<file path="config.mk">
export PLATFORM = sky130hd
export DESIGN_NAME = climate_alarm_oscillation_monitor
export DESIGN_NICKNAME = d
export VERILOG_FILES = /design/src/sv/cao_pkg.sv /design/src/sv/cao_eval.sv /design/src/sv/cao_drain.sv /design/src/sv/climate_alarm_oscillation_monitor.sv
export SDC_FILE = /design/constraint.sdc
export NUM_CORES = 1
export LEC_CHECK = 0
export ABC_AREA = 1
export BUFFER_PORTS_ARGS = -buffer_cell sky130_fd_sc_hd__buf_2
export CAP_MARGIN = 15
export CORE_AREA = 2 2 112 223
export CTS_CLUSTER_SIZE = 40
export DETAILED_ROUTE_END_ITERATION = 8
export DIE_AREA = 0 0 114 225
export GPL_TIMING_DRIVEN = 0
export HOLD_SLACK_MARGIN = 0.15
export PLACE_DENSITY = 0.54
export SYNTH_ARGS = -nofsm -noshare
export SYNTH_HDL_FRONTEND = slang
export SYNTH_SLANG_ARGS = --single-unit
export TNS_END_PERCENT = 5
</file>
<file path="constraint.sdc">
create_clock -name clk -period 8.68 [get_ports clk]
set_input_delay 0.868 -clock clk [delete_from_list [all_inputs] [get_ports clk]]
set_output_delay 0.868 -clock clk [all_outputs]
set_load 0.1 [all_outputs]
</file>
<file path="src/sv/cao_pkg.sv">
`default_nettype none

package cao_pkg;

  // field widths
  localparam int TEMP_W     = 12;
  localparam int HUM_W      = 10;
  localparam int CODE_W     = 4;
  localparam int CFG_IDX_W  = 3;
  localparam int CFG_DATA_W = 12;

  // alert set and result limit per sample
  localparam int NUM_ALERTS  = 10;
  localparam int MAX_RESULTS = 6;
  localparam int RES_CNT_W   = $clog2(MAX_RESULTS + 1);

  // crossing counter levels
  localparam int CROSS_LIMIT_DEF  = 5;
  localparam int OSC_LEVEL        = 4;
  localparam int TEMP_CLEAR_LEVEL = 2;
  localparam int HUM_CLEAR_LEVEL  = 1;

  // opcodes
  localparam logic OP_SAMPLE = 1'b0;
  localparam logic OP_TICK   = 1'b1;

  // register indexes
  localparam logic [CFG_IDX_W-1:0] REG_TEMP_HIGH = 3'd0;
  localparam logic [CFG_IDX_W-1:0] REG_TEMP_LOW  = 3'd1;
  localparam logic [CFG_IDX_W-1:0] REG_HUM_HIGH  = 3'd2;
  localparam logic [CFG_IDX_W-1:0] REG_HUM_LOW   = 3'd3;
  localparam logic [CFG_IDX_W-1:0] REG_HYST_EN   = 3'd4;

  // register reset values
  localparam logic signed [TEMP_W-1:0] TEMP_HIGH_RST = 12'sd270;
  localparam logic signed [TEMP_W-1:0] TEMP_LOW_RST  = 12'sd200;
  localparam logic [HUM_W-1:0]         HUM_HIGH_RST  = 10'd900;
  localparam logic [HUM_W-1:0]         HUM_LOW_RST   = 10'd600;

  // zone codes
  localparam logic [1:0] ZONE_NONE  = 2'd0;
  localparam logic [1:0] ZONE_LOW   = 2'd1;
  localparam logic [1:0] ZONE_RANGE = 2'd2;
  localparam logic [1:0] ZONE_HIGH  = 2'd3;

  // alert codes, also bit positions in the alert mask
  localparam logic [CODE_W-1:0] AL_TEMP_HIGH     = 4'd0;
  localparam logic [CODE_W-1:0] AL_TEMP_LOW      = 4'd1;
  localparam logic [CODE_W-1:0] AL_TEMP_OK       = 4'd2;
  localparam logic [CODE_W-1:0] AL_HUM_HIGH      = 4'd3;
  localparam logic [CODE_W-1:0] AL_HUM_LOW       = 4'd4;
  localparam logic [CODE_W-1:0] AL_HUM_OK        = 4'd5;
  localparam logic [CODE_W-1:0] AL_OSC_TEMP_HIGH = 4'd6;
  localparam logic [CODE_W-1:0] AL_OSC_TEMP_LOW  = 4'd7;
  localparam logic [CODE_W-1:0] AL_OSC_HUM_HIGH  = 4'd8;
  localparam logic [CODE_W-1:0] AL_OSC_HUM_LOW   = 4'd9;

  // oscillation flag bits
  localparam int F_THIGH = 0;
  localparam int F_TLOW  = 1;
  localparam int F_HHIGH = 2;
  localparam int F_HLOW  = 3;

  typedef logic [NUM_ALERTS-1:0] alert_mask_t;

  typedef struct packed {
    logic signed [TEMP_W-1:0] temp_high;
    logic signed [TEMP_W-1:0] temp_low;
    logic [HUM_W-1:0]         hum_high;
    logic [HUM_W-1:0]         hum_low;
    logic                     hyst_en;
  } cfg_t;

  typedef struct packed {
    logic                     opcode;
    logic signed [TEMP_W-1:0] temperature;
    logic [HUM_W-1:0]         humidity;
    logic                     alerts_locked;
  } item_t;

endpackage

`default_nettype wire

</file>
<file path="src/sv/cao_eval.sv">
`default_nettype none

module cao_eval import cao_pkg::*; #(
  parameter int CROSS_LIMIT = CROSS_LIMIT_DEF
) (
  input  wire logic        clk,
  input  wire logic        rst_n,
  input  wire cfg_t        cfg,
  input  wire item_t       item,
  input  wire logic        commit,
  output alert_mask_t      alert_mask
);

  localparam int CNT_W = $clog2(CROSS_LIMIT + 1);
  localparam logic [CNT_W-1:0] CNT_MAX  = CNT_W'(CROSS_LIMIT);
  localparam logic [CNT_W-1:0] CNT_OSC  = CNT_W'(OSC_LEVEL);
  localparam logic [CNT_W-1:0] CNT_TCLR = CNT_W'(TEMP_CLEAR_LEVEL);
  localparam logic [CNT_W-1:0] CNT_HCLR = CNT_W'(HUM_CLEAR_LEVEL);

  logic             ths_r, tls_r, hhs_r, hls_r;
  logic             ths_nxt, tls_nxt, hhs_nxt, hls_nxt;
  logic [1:0]       tzone_r, hzone_r, tzone_nxt, hzone_nxt;
  logic [CNT_W-1:0] trise_r, tfall_r, hrise_r, hfall_r;
  logic [CNT_W-1:0] trise_nxt, tfall_nxt, hrise_nxt, hfall_nxt;
  logic [3:0]       osc_r, shown_r, osc_nxt, shown_nxt;
  alert_mask_t      raw;

  always_comb begin
    logic                     lk;
    logic signed [TEMP_W-1:0] t;
    logic [HUM_W-1:0]         h;
    logic                     t_hi, t_lo, t_in, h_hi, h_lo, h_in;

    lk = item.alerts_locked;
    t  = item.temperature;
    h  = item.humidity;
    t_hi = t > cfg.temp_high;
    t_lo = t < cfg.temp_low;
    t_in = (t > cfg.temp_low) && (t < cfg.temp_high);
    h_hi = h > cfg.hum_high;
    h_lo = h < cfg.hum_low;
    h_in = (h > cfg.hum_low) && (h < cfg.hum_high);

    ths_nxt = ths_r;  tls_nxt = tls_r;  hhs_nxt = hhs_r;  hls_nxt = hls_r;
    tzone_nxt = tzone_r;  hzone_nxt = hzone_r;
    trise_nxt = trise_r;  tfall_nxt = tfall_r;
    hrise_nxt = hrise_r;  hfall_nxt = hfall_r;
    osc_nxt = osc_r;  shown_nxt = shown_r;
    raw = '0;

    if (item.opcode == OP_TICK) begin
      if (cfg.hyst_en) begin
        if (trise_r != '0) trise_nxt = trise_r - 1'b1;
        if (tfall_r != '0) tfall_nxt = tfall_r - 1'b1;
        if (hrise_r != '0) hrise_nxt = hrise_r - 1'b1;
        if (hfall_r != '0) hfall_nxt = hfall_r - 1'b1;
      end
    end else begin
      // plain temperature alarms, all gated by the t-high oscillation flag
      if (t_hi && !ths_nxt && !osc_r[F_THIGH]) begin
        raw[AL_TEMP_HIGH] = !lk;
        ths_nxt = 1'b1;  tls_nxt = 1'b0;
      end
      if (t_lo && !tls_nxt && !osc_r[F_THIGH]) begin
        raw[AL_TEMP_LOW] = !lk;
        tls_nxt = 1'b1;  ths_nxt = 1'b0;
      end
      if (t_in && !osc_r[F_THIGH] && (ths_nxt || tls_nxt)) begin
        raw[AL_TEMP_OK] = !lk;
        ths_nxt = 1'b0;  tls_nxt = 1'b0;
      end
      // plain humidity alarms
      if (h_hi && !hhs_nxt && !osc_r[F_HHIGH]) begin
        raw[AL_HUM_HIGH] = !lk;
        hhs_nxt = 1'b1;  hls_nxt = 1'b0;
      end
      if (h_lo && !hls_nxt && !osc_r[F_HLOW]) begin
        raw[AL_HUM_LOW] = !lk;
        hls_nxt = 1'b1;  hhs_nxt = 1'b0;
      end
      if (h_in && !osc_r[F_HLOW] && (hhs_nxt || hls_nxt)) begin
        raw[AL_HUM_OK] = !lk;
        hhs_nxt = 1'b0;  hls_nxt = 1'b0;
      end

      if (cfg.hyst_en) begin
        // temperature crossings
        if (t_hi) begin
          if (((tzone_nxt == ZONE_RANGE) || (tzone_nxt == ZONE_LOW)) && (trise_nxt < CNT_MAX))
            trise_nxt = trise_nxt + 1'b1;
          tzone_nxt = ZONE_HIGH;
        end
        if (trise_nxt == CNT_OSC) begin
          osc_nxt[F_THIGH] = 1'b1;
          if (!lk && !shown_nxt[F_THIGH]) begin
            raw[AL_OSC_TEMP_HIGH] = 1'b1;
            shown_nxt[F_THIGH] = 1'b1;
            ths_nxt = 1'b0;  tls_nxt = 1'b0;
          end
        end
        if (trise_nxt <= CNT_TCLR) begin
          osc_nxt[F_THIGH] = 1'b0;  shown_nxt[F_THIGH] = 1'b0;
        end
        if (t_in) tzone_nxt = ZONE_RANGE;
        if (t_lo) begin
          if (((tzone_nxt == ZONE_RANGE) || (tzone_nxt == ZONE_HIGH)) && (tfall_nxt < CNT_MAX))
            tfall_nxt = tfall_nxt + 1'b1;
          tzone_nxt = ZONE_LOW;
        end
        if (tfall_nxt == CNT_OSC) begin
          osc_nxt[F_TLOW] = 1'b1;
          if (!lk && !shown_nxt[F_TLOW]) begin
            raw[AL_OSC_TEMP_LOW] = 1'b1;
            shown_nxt[F_TLOW] = 1'b1;
            ths_nxt = 1'b0;  tls_nxt = 1'b0;
          end
        end
        if (tfall_nxt <= CNT_TCLR) begin
          osc_nxt[F_TLOW] = 1'b0;  shown_nxt[F_TLOW] = 1'b0;
        end
        // humidity crossings, flags only set when the alert goes out
        if (h_hi) begin
          if (((hzone_nxt == ZONE_RANGE) || (hzone_nxt == ZONE_LOW)) && (hrise_nxt < CNT_MAX))
            hrise_nxt = hrise_nxt + 1'b1;
          hzone_nxt = ZONE_HIGH;
        end
        if ((hrise_nxt == CNT_OSC) && !lk && !shown_nxt[F_HHIGH]) begin
          raw[AL_OSC_HUM_HIGH] = 1'b1;
          shown_nxt[F_HHIGH] = 1'b1;  osc_nxt[F_HHIGH] = 1'b1;
          hhs_nxt = 1'b0;  hls_nxt = 1'b0;
        end
        if (hrise_nxt <= CNT_HCLR) begin
          osc_nxt[F_HHIGH] = 1'b0;  shown_nxt[F_HHIGH] = 1'b0;
        end
        if (h_in) hzone_nxt = ZONE_RANGE;
        if (h_lo) begin
          if (((hzone_nxt == ZONE_RANGE) || (hzone_nxt == ZONE_HIGH)) && (hfall_nxt < CNT_MAX))
            hfall_nxt = hfall_nxt + 1'b1;
          hzone_nxt = ZONE_LOW;
        end
        if ((hfall_nxt == CNT_OSC) && !lk && !shown_nxt[F_HLOW]) begin
          raw[AL_OSC_HUM_LOW] = 1'b1;
          osc_nxt[F_HLOW] = 1'b1;  shown_nxt[F_HLOW] = 1'b1;
          hhs_nxt = 1'b0;  hls_nxt = 1'b0;
        end
        if (hfall_nxt <= CNT_HCLR) begin
          osc_nxt[F_HLOW] = 1'b0;  shown_nxt[F_HLOW] = 1'b0;
        end
      end else begin
        osc_nxt[F_HLOW] = 1'b0;
      end
    end
  end

  // keep only the first results of a sample, in code order
  always_comb begin
    logic [RES_CNT_W-1:0] cnt;
    cnt = '0;
    alert_mask = '0;
    for (int i = 0; i < NUM_ALERTS; i++) begin
      if (raw[i] && (cnt < RES_CNT_W'(MAX_RESULTS))) begin
        alert_mask[i] = 1'b1;
        cnt = cnt + 1'b1;
      end
    end
  end

  always_ff @(posedge clk) begin
    if (!rst_n) begin
      ths_r   <= 1'b0;
      tls_r   <= 1'b0;
      hhs_r   <= 1'b0;
      hls_r   <= 1'b0;
      tzone_r <= ZONE_NONE;
      hzone_r <= ZONE_NONE;
      trise_r <= '0;
      tfall_r <= '0;
      hrise_r <= '0;
      hfall_r <= '0;
      osc_r   <= '0;
      shown_r <= '0;
    end else if (commit) begin
      ths_r   <= ths_nxt;
      tls_r   <= tls_nxt;
      hhs_r   <= hhs_nxt;
      hls_r   <= hls_nxt;
      tzone_r <= tzone_nxt;
      hzone_r <= hzone_nxt;
      trise_r <= trise_nxt;
      tfall_r <= tfall_nxt;
      hrise_r <= hrise_nxt;
      hfall_r <= hfall_nxt;
      osc_r   <= osc_nxt;
      shown_r <= shown_nxt;
    end
  end

endmodule

`default_nettype wire

</file>
<file path="src/sv/cao_drain.sv">
`default_nettype none

module cao_drain import cao_pkg::*; (
  input  wire logic               clk,
  input  wire logic               rst_n,
  input  wire logic               load,
  input  wire alert_mask_t        load_mask,
  output logic                    can_load,
  output logic                    out_valid,
  input  wire logic               out_ready,
  output logic [CODE_W-1:0]       out_code,
  output logic                    out_last
);

  alert_mask_t mask_r, mask_nxt, rest;

  function automatic logic [CODE_W-1:0] first_set(input alert_mask_t m);
    logic [CODE_W-1:0] idx;
    idx = '0;
    for (int i = NUM_ALERTS - 1; i >= 0; i--) begin
      if (m[i]) idx = CODE_W'(i);
    end
    return idx;
  endfunction

  assign rest      = mask_r & (mask_r - 1'b1);
  assign out_valid = |mask_r;
  assign out_code  = first_set(mask_r);
  assign out_last  = (rest == '0);
  assign can_load  = !out_valid || (out_ready && out_last);

  always_comb begin
    mask_nxt = mask_r;
    if (out_valid && out_ready) mask_nxt = rest;
    if (load) mask_nxt = load_mask;
  end

  always_ff @(posedge clk) begin
    if (!rst_n) begin
      mask_r <= '0;
    end else begin
      mask_r <= mask_nxt;
    end
  end

endmodule

`default_nettype wire

</file>
<file path="src/sv/climate_alarm_oscillation_monitor.sv">
`default_nettype none

// channel  | ports                                             | handshake
// ---------+---------------------------------------------------+---------------
// input    | in_opcode in_temperature in_humidity              | in_valid/in_ready
//          | in_alerts_locked                                  |
// result   | out_alert_code out_last_alert                     | out_valid/out_ready
// config   | cfg_index cfg_data                                | cfg_we, no wait
//
// a transaction is held in the input register, evaluated and committed to
// the alarm state as it moves on; an item that raises no alert finishes
// there, so one transaction per cycle is taken unless an item with alerts
// waits on the result register, which it holds for its n alerts (n up to 6);
// the next item is evaluated while its last alert is being taken. reset
// (synchronous, rst_n low) restores the register defaults and clears all
// alarm state; stalls on out_ready back up through the input register.

module climate_alarm_oscillation_monitor import cao_pkg::*; #(
  parameter int CROSS_LIMIT = CROSS_LIMIT_DEF
) (
  input  wire logic                     clk,
  input  wire logic                     rst_n,
  // input channel
  input  wire logic                     in_valid,
  output logic                          in_ready,
  input  wire logic                     in_opcode,
  input  wire logic signed [TEMP_W-1:0] in_temperature,
  input  wire logic [HUM_W-1:0]         in_humidity,
  input  wire logic                     in_alerts_locked,
  // result channel
  output logic                          out_valid,
  input  wire logic                     out_ready,
  output logic [CODE_W-1:0]             out_alert_code,
  output logic                          out_last_alert,
  // configuration write port
  input  wire logic                     cfg_we,
  input  wire logic [CFG_IDX_W-1:0]     cfg_index,
  input  wire logic [CFG_DATA_W-1:0]    cfg_data
);

  cfg_t        cfg_r;
  item_t       item_r;
  logic        item_v_r;
  logic        advance;
  logic        can_load;
  alert_mask_t mask;

  // configuration registers, unknown indexes are dropped
  always_ff @(posedge clk) begin
    if (!rst_n) begin
      cfg_r.temp_high <= TEMP_HIGH_RST;
      cfg_r.temp_low  <= TEMP_LOW_RST;
      cfg_r.hum_high  <= HUM_HIGH_RST;
      cfg_r.hum_low   <= HUM_LOW_RST;
      cfg_r.hyst_en   <= 1'b0;
    end else if (cfg_we) begin
      case (cfg_index)
        REG_TEMP_HIGH: cfg_r.temp_high <= cfg_data[TEMP_W-1:0];
        REG_TEMP_LOW:  cfg_r.temp_low  <= cfg_data[TEMP_W-1:0];
        REG_HUM_HIGH:  cfg_r.hum_high  <= cfg_data[HUM_W-1:0];
        REG_HUM_LOW:   cfg_r.hum_low   <= cfg_data[HUM_W-1:0];
        REG_HYST_EN:   cfg_r.hyst_en   <= cfg_data[0];
        default: ;
      endcase
    end
  end

  // item leaves the input register when it has no alerts or the result
  // register is free (or freeing this cycle)
  assign advance  = item_v_r && ((mask == '0) || can_load);
  assign in_ready = !item_v_r || advance;

  always_ff @(posedge clk) begin
    if (!rst_n) begin
      item_v_r <= 1'b0;
    end else if (in_ready) begin
      item_v_r <= in_valid;
    end
  end

  // payload, no reset needed
  always_ff @(posedge clk) begin
    if (in_valid && in_ready) begin
      item_r.opcode        <= in_opcode;
      item_r.temperature   <= in_temperature;
      item_r.humidity      <= in_humidity;
      item_r.alerts_locked <= in_alerts_locked;
    end
  end

  // alarm evaluation and state
  cao_eval #(
    .CROSS_LIMIT (CROSS_LIMIT)
  ) u_eval (
    .clk        (clk),
    .rst_n      (rst_n),
    .cfg        (cfg_r),
    .item       (item_r),
    .commit     (advance),
    .alert_mask (mask)
  );

  // result register, one alert per beat in code order
  cao_drain u_drain (
    .clk       (clk),
    .rst_n     (rst_n),
    .load      (advance && (mask != '0)),
    .load_mask (mask),
    .can_load  (can_load),
    .out_valid (out_valid),
    .out_ready (out_ready),
    .out_code  (out_alert_code),
    .out_last  (out_last_alert)
  );

endmodule

`default_nettype wire
</file>
# Word level (Yosys, flattened, before mapping)
# Index checks and enable logic that the tools add are counted.
# classes
add_sub_neg	17
order_cmp	25
n_eq_ne	21
n_mux	134
bitwise_logic	2
n_reduce_logical	93
# ops
op	n
2-to-1 mux 3 bit	40
2-to-1 mux 1 bit	70
2-to-1 mux 4 bit	11
logical AND 1 bit	38
less-than comparator 3 bit, second input constant	12
adder 3 x 1 -> 3 bit, second input constant	11
2-to-1 mux 10 bit	3
greater-than comparator 12 bit	2
less-than comparator 12 bit	2
greater-than comparator 10 bit	2
zero test 10 bit	2
less-than comparator 10 bit	2
2-to-1 mux 2 bit	10
AND reduction 3 bit	6
== test 3 bit, second input constant	5
nonzero test 2 bit	7
zero test 1 bit	13
== test 2 bit, second input constant	6
AND reduction 2 bit	6
AND reduction 4 bit	3
nonzero test 3 bit	4
subtractor 3 x 1 -> 3 bit, second input constant	4
AND 10 bit	1
AND reduction 5 bit	2
15 further kinds	30
# totals
reg_bits	106
input_bits	44
elab_cells	319

# Depth between registers and ports, before layout
# Gate-level depths: netlist of the first run.
# depth
word_depth	51
mapped_depth	57
mapped_depth_nobuf	56

# Cells and area by module
# From an unflattened synthesis of the first run, not the netlist that was laid out.
# hier_totals
cells_unflattened	963
hier_area_um2	6976.7
# modules_own_cells
mod	n_inst	cells_each	area_each_um2
cao_eval	1	595	3809.9
climate_alarm_oscillation_monitor	1	248	2424.8
cao_drain	1	120	742.0

# Least setup slack after synthesis of the first run
# No wires, ideal clock.
# synth_path
path_type	register to register
start	reg u_drain.mask_r[0]
end	reg item_r[0] (netlist bit) (enable)
t_arrival_ps	7889
required_ps	8301
path_slack_ps	412
path_stages_with_launch	14
path_buffers	0
synth_period_minus_slack_ps	8268
cell_sequence	dfxtp_1 -> nor2_1 -> nand2_1 -> nor3_1 -> inv_1 -> nor2_1 -> nand2_1 -> a2111oi_0 -> nand2_1 -> nand2_1 -> inv_1 -> nand3_1 -> nand2_1 -> inv_1
# synth_between
elab_chain_cells	9
elab_cells_between_ends	11
cone_classes	add/sub (1); bitwise (1); reduce/logical (9)
# synth_rtl
item	line	source
from (decl)	cao_drain.sv:15	alert_mask_t mask_r, mask_nxt, rest;
from (signal assigned)	cao_drain.sv:42	mask_r <= mask_nxt;
subtractor 10 x 1 -> 10 bit	cao_drain.sv:26	assign rest = mask_r & (mask_r - 1'b1);
AND 10 bit (*)	cao_drain.sv:26	
zero test 10 bit (*)	cao_drain.sv:29	assign out_last = (rest == '0);
via out_last_alert	climate_alarm_oscillation_monitor.sv:34	output logic out_last_alert,
logical AND 1 bit (*)	cao_drain.sv:30	assign can_load = !out_valid || (out_ready && out_last);
logical OR 1 bit (*)	cao_drain.sv:30	
logical OR 1 bit (*)	climate_alarm_oscillation_monitor.sv:70	assign advance = item_v_r && ((mask == '0) || can_load);
logical AND 1 bit (*)	climate_alarm_oscillation_monitor.sv:70	
logical OR 1 bit (*)	climate_alarm_oscillation_monitor.sv:71	assign in_ready = !item_v_r || advance;
via in_ready	climate_alarm_oscillation_monitor.sv:25	output logic in_ready,
logical AND 1 bit (*)	climate_alarm_oscillation_monitor.sv:83	if (in_valid && in_ready) begin
to (decl)	climate_alarm_oscillation_monitor.sv:42	item_t item_r;
# The timed path passes the listed nets; every way through them passes the cells marked *.
# A chain may end at the register's enable or synchronous reset.

# Worst setup path after layout of the first run
# layout_path
start	reg item_r[22] (netlist bit)
end	out in_ready
# layout_between
elab_chain_cells	41
elab_cells_between_ends	93
cone_classes	add/sub (8); order compare (13); eq/ne (4); mux (44); reduce/logical (24)
# layout_rtl
item	line	source
greater-than comparator 12 bit	cao_eval.sv:37	t_hi = t > cfg.temp_high;
logical AND 1 bit (2 in series)	cao_eval.sv:60	if (t_hi && !ths_nxt && !osc_r[F_THIGH]) begin
2-to-1 mux 1 bit	cao_eval.sv:60	
2-to-1 mux 1 bit	cao_eval.sv:51	if (item.opcode == OP_TICK) begin
zero test 1 bit	cao_eval.sv:64	if (t_lo && !tls_nxt && !osc_r[F_THIGH]) begin
logical AND 1 bit (2 in series)	cao_eval.sv:64	
2-to-1 mux 1 bit	cao_eval.sv:64	
2-to-1 mux 1 bit	cao_eval.sv:51	
logical OR 1 bit	cao_eval.sv:68	if (t_in && !osc_r[F_THIGH] && (ths_nxt || tls_nxt)) begin
logical AND 1 bit	cao_eval.sv:68	
2-to-1 mux 1 bit	cao_eval.sv:68	
2-to-1 mux 10 bit (*)	cao_eval.sv:51	
parallel branches: the longest is 23 deep, another holds less-than comparator 1 x 3 -> 1 bit	n/a	
zero test 10 bit (*)	climate_alarm_oscillation_monitor.sv:70	
logical OR 1 bit (*)	climate_alarm_oscillation_monitor.sv:70	
logical AND 1 bit (*)	climate_alarm_oscillation_monitor.sv:70	
logical OR 1 bit (*)	climate_alarm_oscillation_monitor.sv:71	
to (decl)	climate_alarm_oscillation_monitor.sv:25	
# Mark *: on every way between the ends. The select of a mux whose other input is x is not followed.

==> results.yml, run 1 <==
timing:
  maxSlewHeadroom: 0.392
  fmax_mhz: 126
  setup_viol: 0
  period_needed_ns: 7.91
  fin_worst_skew_ns: 0.00986
  fin_tns_setup_ns: 0
  setup_ws_ns: 0.769
  finalMaxSlewViolations: 0
  fin_hold_ws_ns: 0.464
  hold_viol_final: 0
  rsz0062_at_grt: "false"
  fin_crit_sh: 0.911
  worst_pin_slew_ns: 0.905
worst_setup_path:
  crit_family: "simple AND/OR/NAND/NOR gates"
  required_ns: 7.81
  cp_slowest_cell: "edfxtp_1"
  start_kind: "flip-flop"
  cp-endpoint: "in_ready"
  cpPeakStageDelay_ns: 0.42
  crit_path_end_kind: "primary output"
  crit_type: "reg -> out"
  arrival_ns: 7.04
  r2r-start: "item_r[22]"
  crit_cells: 47
  cp_max_fo: 8
  worst-r2r-setup-slack_ns: 1.24
  worst-path-buf-inv: 9
  cpMostUsedCell: "nand2_1"
  r2r-end: "item_r[5]"
  cp-startpoint: "item_r[22]"
  worstRegToRegCells: 49
clocking:
  numCtsBuffers: 9
  clock-sinks: 106
  cts_setup_buffers: 0
  cts_resized: 0
  cts_htree_levels: 3
  hold_buffers: 0
  clock_path_buffers: 2
  cts_tree: "done"
  clk_latency_ns: 0.37
  root_buffer: "clkbuf_16"
  path_clk_slew_ns: 0.07
die:
  dieArea_um2: 25700
  start_util: 0.297
  fp.dieW_um: 114
  fp.dieH_um: 225
  coreArea_um2: 23800
  placementRows: 80
  num_io_pins: 51
pwr:
  p_sw_frac: 0.353
  ir_worst_vdd_v: 0.000122
  p_comb_frac: 0.272
  clkPwrFrac: 0.306
  p_int_mw: 0.824
  cellPowerDensity_nw_per_um2: 159
  leakage_nw: 3.75
  pwr-share-seq: 0.422
  switchingPower_mw: 0.450
layout:
  antenna_cells: 0
  nNetsFinal: 1146
  fillers: 2623
  area_growth_pct: 13.1
  drive_gt1_frac: 0.120
  final_cells: 1330
  fin_util: 0.336
route:
  dr.max_layer_used: "met4"
  drt_iter0_drc: 226
  wl_met3_um: 469
  vias: 6386
  first_pass_iters: 5
  drt-met1-wl_mm: 6.84
  route.met2.wl_mm: 11.3
  drtAntennaViolNets: 0
  finalWirelength_mm: 19.5
  post_drt_via_cell_ratio: 4.80
  wl_per_cell_um: 14.7
  drc: 0
logic_synthesis:
  yosys_most_used_dff: "dfxtp_1"
  syn-cell-area_um2: 7070
  syn_nets: 1084
  ys_ff_latch: 106
  synthArstFlopShare: 0
  syn_area_per_cell_um2: 7.24
  synth_edf_count: 24
  ys_seq_area_frac: 0.334
  synth_cells: 976
  yosys_warnings: 0
  synth_cell_types: 52
placement:
  gp_congestion: 0.847
  port_buffers: 50
  dp_hpwl_mm: 15.9
  dp_slack_ns: 0.718
  place_inst: 1313
grt:
  grt_pass1_wl_mm: 31.6
  grt_pass1_vias: 6443
  grt_usage: 0.160
  grt-ovfl-total: 0
  antenna_found_initial: 0
  grt_start_max_net_pins: 25
run:
  maxCapViolations: 0
hold_path:
  hold_class: "reg -> reg"
  min_path_cells: 2
outcome:
  outcome: "completed"
-- per-layer routing --
layer  vias to the layer above  GRT usage
met5                         -          0
met4                         0     0.0921
met3                        47     0.0199
met2                       106      0.325
met1                      2933      0.145
li1                       3300          -
-- synthesized netlist by cell type, types with 2 or more instances --
| library cell | instances | area, um^2 |
|---|---|---|
| o211ai_1 | 12 | 90.1 |
| nand4_1 | 36 | 225 |
| dfxtp_1 | 82 | 1640 |
| nand3_4 | 2 | 35.0 |
| nand3_1 | 36 | 180 |
| xor2_1 | 17 | 149 |
| inv_2 | 4 | 15.0 |
| nor3_1 | 8 | 40.0 |
| buf_2 | 2 | 10.0 |
| edfxtp_1 | 24 | 721 |
| dlygate4sd3_1 | 2 | 20.0 |
| o21ai_0 | 60 | 300 |
| o21a_1 | 3 | 22.5 |
| nor2_1 | 87 | 327 |
| nand2_2 | 11 | 68.8 |
| nand3_2 | 12 | 120 |
| o21ai_1 | 2 | 10.0 |
| nand2_4 | 3 | 33.8 |
| clkbuf_4 | 2 | 15.0 |
| ha_1 | 64 | 801 |
| a2111oi_0 | 3 | 26.3 |
| a211oi_1 | 2 | 15.0 |
| nand2_1 | 207 | 777 |
| xnor2_1 | 4 | 35.0 |
| a31oi_1 | 2 | 12.5 |
| clkbuf_1 | 9 | 33.8 |
| or2_2 | 2 | 12.5 |
| a21oi_1 | 79 | 395 |
| inv_1 | 168 | 631 |
| nor2_2 | 5 | 31.3 |
| buf_6 | 2 | 22.5 |
| buf_1 | 2 | 7.51 |
| nand4_2 | 2 | 25.0 |
| nor2_4 | 2 | 22.5 |
-- how the worst min path moves through the flow --
stage | startpoint | end
detailed placement | cfg_r[8] | cfg_r[8]
floorplan | cfg_r[15] | cfg_r[15]
finish | cfg_r[8] | cfg_r[8]
global route | cfg_r[23] | cfg_r[23]
global placement | u_eval.hls_r | u_eval.hls_r
CTS | cfg_r[37] | cfg_r[37]
-- power groups by stage --
stage          Clock [mW]  Sequential, mW  Combinational, mW
3_5_place_dp            0           0.549              0.344
2_1_floorplan           0           0.545              0.262
5_1_grt             0.418           0.540              0.389
6_report            0.390           0.538              0.347
4_1_cts             0.403           0.538              0.345
3_3_place_gp            0           0.549              0.341
-- stage by stage --
stage	total power, mW	area (um^2)
finish	1.27	8000
global route	1.35	8000
CTS	1.29	7940
detailed placement	0.893	7680
global placement	0.890	7680
floorplan	0.806	7070
-- cell type report --
cell class | count | area [um^2] | share of cell area
clock inverters | 4 | 30.0 | 0.00376
clock buffers | 12 | 236 | 0.0296
plain buffers | 23 | 160 | 0.0200
well taps | 287 | 359 | 0.0449
inverters | 172 | 646 | 0.0808
flip-flops and latches | 106 | 2360 | 0.295
repair buffers | 51 | 280 | 0.0351
multi-input cells | 675 | 3920 | 0.490
-- sequential cells by signal, indices dropped and copies added, names as in the netlist, 3 cells and up --
name and count:
cfg_r 45, item_r 24, u_drain.mask_r 10, u_eval.hfall_r 3
u_eval.hrise_r 3, u_eval.shown_r 4, u_eval.tfall_r 3, u_eval.trise_r 3
-- worst register-to-register path, delay by kind of cell, from the launching register on --
kind	cells	cell delay, ns
adder cells (fa/ha/maj)	5	1.35
AO/OA/AOI/OAI	2	0.34
buffers and inverters	10	1.14
flip-flops	1	0.42
XOR/XNOR	2	0.54
AND/OR/NAND/NOR	30	3.37
-- cell usage in the layout, fill, tap and decap left out, drive strengths merged, types with 2 or more instances in the layout --
| master | netlist | final |
|---|---|---|
| nand2 | 221 | 221 |
| inv | 172 | 172 |
| nor2 | 94 | 94 |
| dfxtp | 82 | 82 |
| a21oi | 79 | 79 |
| ha | 64 | 64 |
| o21ai | 63 | 63 |
| buf | 9 | 60 |
| nand3 | 50 | 50 |
| nand4 | 39 | 39 |
| edfxtp | 24 | 24 |
| clkbuf | 11 | 23 |
| xor2 | 17 | 17 |
| o211ai | 12 | 12 |
| nor3 | 9 | 9 |
| clkinvlp | 0 | 4 |
| xnor2 | 4 | 4 |
| o21a | 3 | 3 |
| a2111oi | 3 | 3 |
| a211oi | 3 | 3 |
| or2 | 3 | 3 |
| a31oi | 2 | 2 |
| dlygate4sd3 | 2 | 2 |
-- kinds of logic (layout without fill, tap and decap cells) --
family,count (synthesis),after routing,share of synthesized area
AND/OR/NAND/NOR,419,419,0.278
multiplexers,1,1,0.00142
flip-flops,106,106,0.334
XOR/XNOR,21,21,0.0260
buffers and inverters,195,262,0.114
adder cells (fa/ha/maj),64,64,0.113
AO/OA/AOI/OAI,170,170,0.133
(Power assumes the default switching activity.)
==> inputs of run 2 (changes only) <==
--- a/config.mk
+++ b/config.mk
@@ -14,7 +14,7 @@
 export DIE_AREA = 0 0 114 225
 export GPL_TIMING_DRIVEN = 0
 export HOLD_SLACK_MARGIN = 0.15
-export PLACE_DENSITY = 0.54
+export PLACE_DENSITY = 0.55
 export SYNTH_ARGS = -nofsm -noshare
 export SYNTH_HDL_FRONTEND = slang
 export SYNTH_SLANG_ARGS = --single-unit
==> constraint.sdc (replaced) <==
create_clock -name clk -period 7.2 [get_ports clk]
set_input_delay 0.72 -clock clk [delete_from_list [all_inputs] [get_ports clk]]
set_output_delay 0.72 -clock clk [all_outputs]
set_load 0.1 [all_outputs]
==> run 2 against run 1 <==
Net effect:
- setup slack lost 0.44 ns
- clock power grew 40%
- combinational power grew 39%
- final cell count grew 1.7%
- flip-flop and latch count is the same
- critical path depth shrank 4
- sequential share of layout area shrank 1.8 points
- core utilization grew 2.2 points
- die area is the same
- register-to-register slack lost 0.62 ns
- clock skew shrank 0.00098 ns
- final area grew 6.5%
==> results.yml, run 2 (same netlist as run 1, synthesis figures left out) <==
route:
  finalWirelength_mm: 20.0
  drtAntennaViolNets: 0
  wl_per_cell_um: 14.7
  first_pass_iters: 6
  drt_iter0_drc: 166
  drc: 0
  vias: 6402
  post_drt_via_cell_ratio: 4.73
grt:
  grt-ovfl-total: 0
  antenna_found_initial: 0
  grt_usage: 0.158
  grt_pass1_wl_mm: 31.0
  grt_pass1_vias: 6298
  grt_start_max_net_pins: 25
pwr:
  clkPwrFrac: 0.326
  p_int_mw: 1.10
  p_comb_frac: 0.287
  switchingPower_mw: 0.576
  pwr-share-seq: 0.386
  p_sw_frac: 0.344
  ir_worst_vdd_v: 0.000135
  leakage_nw: 3.93
  cellPowerDensity_nw_per_um2: 197
layout:
  drive_gt1_frac: 0.183
  regMostFlops: "cfg_r"
  fin_area_um2: 8520
  mostFrequentLayoutCells: "189 x nand2_1, 163 x inv_1, 82 x nor2_1, 82 x dfxtp_1, 78 x a21oi_1"
  layout_commonest_cell: "nand2_1"
  area_growth_pct: 20.5
  largest_reg_flops: 45
  nNetsFinal: 1169
  final_cells: 1353
  largestRegisters: "cfg_r x45, item_r x24, u_drain.mask_r x10"
  fin_util: 0.358
  antenna_cells: 0
worst_setup_path:
  cpPeakStageDelay_ns: 0.51
  crit_type: "reg -> out"
  cp_slowest_cell: "edfxtp_1"
  cpMostUsedCell: "nand2_2"
  arrival_ns: 6.15
  start_kind: "flip-flop"
  worstRegToRegCells: 45
  required_ns: 6.48
  crit_path_end_kind: "primary output"
  cp_max_fo: 7
die:
  start_util: 0.297
  fp.dieW_um: 114
  dieArea_um2: 25700
  num_io_pins: 51
  placementRows: 80
  coreArea_um2: 23800
  fp.dieH_um: 225
placement:
  place_inst: 1313
  placed_cell_area_um2: 7680
  gp_congestion: 0.856
  port_buffers: 50
  dp_hpwl_mm: 15.8
clocking:
  hold_buffers: 0
  clock-sinks: 106
  root_buffer: "clkbuf_16"
  clk_latency_ns: 0.37
  clock_path_buffers: 2
  path_clk_slew_ns: 0.07
  cts_tree: "done"
  cts_htree_levels: 3
  numCtsBuffers: 9
timing:
  finalMaxSlewViolations: 0
  fin_tns_setup_ns: 0
  fin_worst_skew_ns: 0.00888
  hold_viol_final: 0
  period_needed_ns: 6.87
  fmax_mhz: 145
  maxSlewHeadroom: 0.367
  fin_hold_ws_ns: 0.462
  setup_viol: 0
  fin_crit_sh: 0.955
  worst_pin_slew_ns: 0.942
run:
  maxCapViolations: 0
hold_path:
  min_path_cells: 2
  hold_class: "reg -> reg"
outcome:
  outcome: "completed"
## run 2: changes by cell type in the layout (fill, tap and decap cells not counted), moves of 4 or more
cell	before	now
nor2_1	87	82
nand2_4	3	7
nand2_1	207	189
ha_2	0	4
nand3_4	2	8
ha_1	64	57
inv_2	4	8
nand2_2	11	24
inv_1	168	163
buf_4	2	23
## run 2: timing repair
item                                    4_1_cts  5_1_grt
endpoints found under the setup margin       25       36
pin swaps                                     7       29
gates resized for setup                      20       55
cloned                                        0        1
setup buffers                                 6       17
## run 2: final cells by class
class	instances	area [um^2]
repair inverters	1	7.51
multi-input cells	675	4210
clock buffers	10	229
flip-flops and latches	106	2360
clock inverters	6	87.6
well taps	287	359
inverters	172	649
plain buffers	23	160
fillers	2507	15300
repair buffers	73	450
## run 2: routing by layer
layer | vias up | part of all wire | track usage
met5 | - | 0 | 0
met4 | 0 | 0.052 | 0.0921
met3 | 46 | 0.025 | 0.0202
met2 | 106 | 0.58 | 0.317
met1 | 2909 | 0.34 | 0.145
li1 | 3341 | - | -
## run 2: power groups by stage
stage	Sequential, mW	Clock, mW	Combinational (mW)
2_1_floorplan	0.657	0	0.316
3_3_place_gp	0.662	0	0.412
3_5_place_dp	0.662	0	0.416
4_1_cts	0.648	0.560	0.437
5_1_grt	0.651	0.579	0.534
6_report	0.648	0.547	0.481
## run 2: worst paths after layout
path | from | to | slack (ns)
max | item_r[22] | in_ready | 0.33
min | cfg_r[39] | cfg_r[39] | 0.46
max reg2reg | item_r[22] | item_r[5] | 0.62
min reg2reg | cfg_r[39] | cfg_r[39] | 0.46
## run 2: through the flow
stage               worst slack [ns]  total power, mW
CTS                          0.00330             1.64
floorplan                      0.343            0.973
detailed placement            -0.718             1.08
finish                         0.325             1.68
global placement              -0.557             1.07
global route                 -0.0330             1.76
## run 2: worst max-delay path, delay by kind of cell, from the launching register on
family | cells | cell delay (ns)
XOR/XNOR | 2 | 0.37
AO/OA/AOI/OAI | 2 | 0.35
AND/OR/NAND/NOR | 26 | 2.66
flip-flops | 1 | 0.51
adder cells (fa/ha/maj) | 5 | 1.24
buffers and inverters | 8 | 0.64
==> inputs of run 3 (changes only) <==
--- a/config.mk
+++ b/config.mk
@@ -14,7 +14,7 @@
 export DIE_AREA = 0 0 114 225
 export GPL_TIMING_DRIVEN = 0
 export HOLD_SLACK_MARGIN = 0.15
-export PLACE_DENSITY = 0.55
+export PLACE_DENSITY = 0.47
 export SYNTH_ARGS = -nofsm -noshare
 export SYNTH_HDL_FRONTEND = slang
 export SYNTH_SLANG_ARGS = --single-unit
==> run 3 against run 2 <==
Net effect:
- hold slack about the same
- combinational power increased by 1%
- sequential power hardly changed
- die area unchanged
- critical endpoint unchanged
==> results.yml, run 3 (same netlist as run 1, synthesis figures left out) <==
clocking:
  numCtsBuffers: 9
  cts_tree: "done"
  clock-sinks: 106
  hold_buffers: 0
  clk_latency_ns: 0.37
  root_buffer: "clkbuf_16"
  cts_htree_levels: 3
  path_clk_slew_ns: 0.07
  clock_path_buffers: 2
hold_path:
  min_to: "cfg_r[14]"
  hold_class: "reg -> reg"
  hold_start: "cfg_r[14]"
  min_path_cells: 2
timing:
  period_needed_ns: 6.90
  finalMaxSlewViolations: 0
  fin_crit_sh: 0.958
  fmax_mhz: 145
  fin_tns_setup_ns: 0
  worst_pin_slew_ns: 0.825
  setup_viol: 0
  fin_hold_ws_ns: 0.462
  hold_viol_final: 0
  fin_worst_skew_ns: 0.0106
  maxSlewHeadroom: 0.446
  setup_ws_ns: 0.304
route:
  wl_per_cell_um: 15.3
  drt_iter0_drc: 205
  post_drt_via_cell_ratio: 4.71
  finalWirelength_mm: 20.8
  drc: 0
  vias: 6385
  drtAntennaViolNets: 0
  first_pass_iters: 4
worst_setup_path:
  arrival_ns: 6.18
  cp_slowest_cell: "edfxtp_1"
  r2r-end: "item_r[23]"
  crit_type: "reg -> out"
  worst-r2r-setup-slack_ns: 0.51
  crit_cells: 37
  worst-path-buf-inv: 7
  crit_family: "simple AND/OR/NAND/NOR gates"
  worstRegToRegCells: 44
  r2r-start: "item_r[22]"
  start_kind: "flip-flop"
  crit_path_end_kind: "primary output"
  required_ns: 6.48
  cpPeakStageDelay_ns: 0.49
  cp_max_fo: 6
  cpMostUsedCell: "nand2_4"
layout:
  nNetsFinal: 1172
  multi_input_area_um2: 4230
  largest_reg_flops: 45
  seq_area_um2: 2360
  fin_util: 0.357
  antenna_cells: 0
  largestRegisters: "cfg_r x45, item_r x24, u_drain.mask_r x10"
  layout_commonest_cell: "nand2_1"
  area_growth_pct: 20.4
  fillers: 2546
  regMostFlops: "cfg_r"
  mostFrequentLayoutCells: "192 x nand2_1, 162 x inv_1, 82 x dfxtp_1"
  drive_gt1_frac: 0.185
grt:
  grt_usage: 0.164
  grt_pass1_vias: 6253
  antenna_found_initial: 0
  grt-ovfl-total: 0
  grt_pass1_wl_mm: 32.1
  grt_start_max_net_pins: 25
pwr:
  ir_worst_vdd_v: 0.000142
  total_power_mw: 1.63
  cellPowerDensity_nw_per_um2: 192
  leakage_nw: 3.93
die:
  num_io_pins: 51
  coreArea_um2: 23800
  start_util: 0.297
  fp.dieW_um: 114
  fp.dieH_um: 225
  placementRows: 80
  dieArea_um2: 25700
run:
  maxCapViolations: 0
outcome:
  outcome: "completed"
placement:
  port_buffers: 50
  dp_slack_ns: -0.722
  gp_congestion: 0.822
  dp_hpwl_mm: 16.4
==> run 3: changes by cell type in the layout (fill, tap and decap cells not counted), moves of 2 or more <==
cell,change
nand2_2,-5
buf_4,+4
nand2_1,+3
nand2_4,+3
clkbuf_1,+2
inv_6,-2
nor2_1,-2
nor2_2,+2
==> run 3: how the worst max path moves through the flow <==
stage,endpoint,start,slack [ns]
6_report,in_ready,item_r[22],0.30
5_1_grt,in_ready,item_r[22],-0.10
4_1_cts,in_ready,item_r[22],0.01
3_5_place_dp,item_r[0],item_r[22],-0.72
3_3_place_gp,item_r[0],item_r[22],-0.71
2_1_floorplan,item_r[0],item_r[22],0.34
==> run 3: timing repair <==
action | in CTS | in global routing
resized for setup | 28 | 50
setup buffers | 10 | 16
setup endpoints to repair | 26 | 27
pin swaps | 8 | 30
cloned | 0 | 1
==> run 3: worst min-delay path, stage by stage (launching register included) <==
cell	delay, ns
dfxtp_1	0.30
inv_1	0.06
a21oi_1	0.06
==> run 3: metal layers <==
| metal | track usage | vias to the layer above | part of all wire |
|---|---|---|---|
| met5 | 0 | - | 0 |
| met4 | 0.0700 | 0 | 0.030 |
| met3 | 0.0218 | 28 | 0.021 |
| met2 | 0.336 | 96 | 0.59 |
| met1 | 0.158 | 2911 | 0.36 |
| li1 | - | 3350 | - |
==> run 3: layout make-up <==
cell class	instances	area share
Multi-Input combinational cell	675	0.497
Sequential cell	106	0.278
Inverter	172	0.0763
Timing Repair Buffer	76	0.0541
Tap cell	287	0.0422
Clock buffer	12	0.0278
Buffer	23	0.0188
Clock inverter	3	0.00515
Timing Repair inverter	1	0.000882
==> run 3: stage by stage <==
step,instances,instance area [um^2]
5_1_grt,1355,8510
3_5_place_dp,1313,7680
3_3_place_gp,1313,7680
6_report,1355,8510
4_1_cts,1338,8160
2_1_floorplan,976,7070
==> run 3: report_power, final <==
part	total [mW]	switching (mW)	leakage [nW]	internal, mW
sequential	0.648	0.0154	0.900	0.633
combinational	0.486	0.325	2.89	0.161
clock	0.499	0.231	0.137	0.269
total	1.63	0.571	3.93	1.06
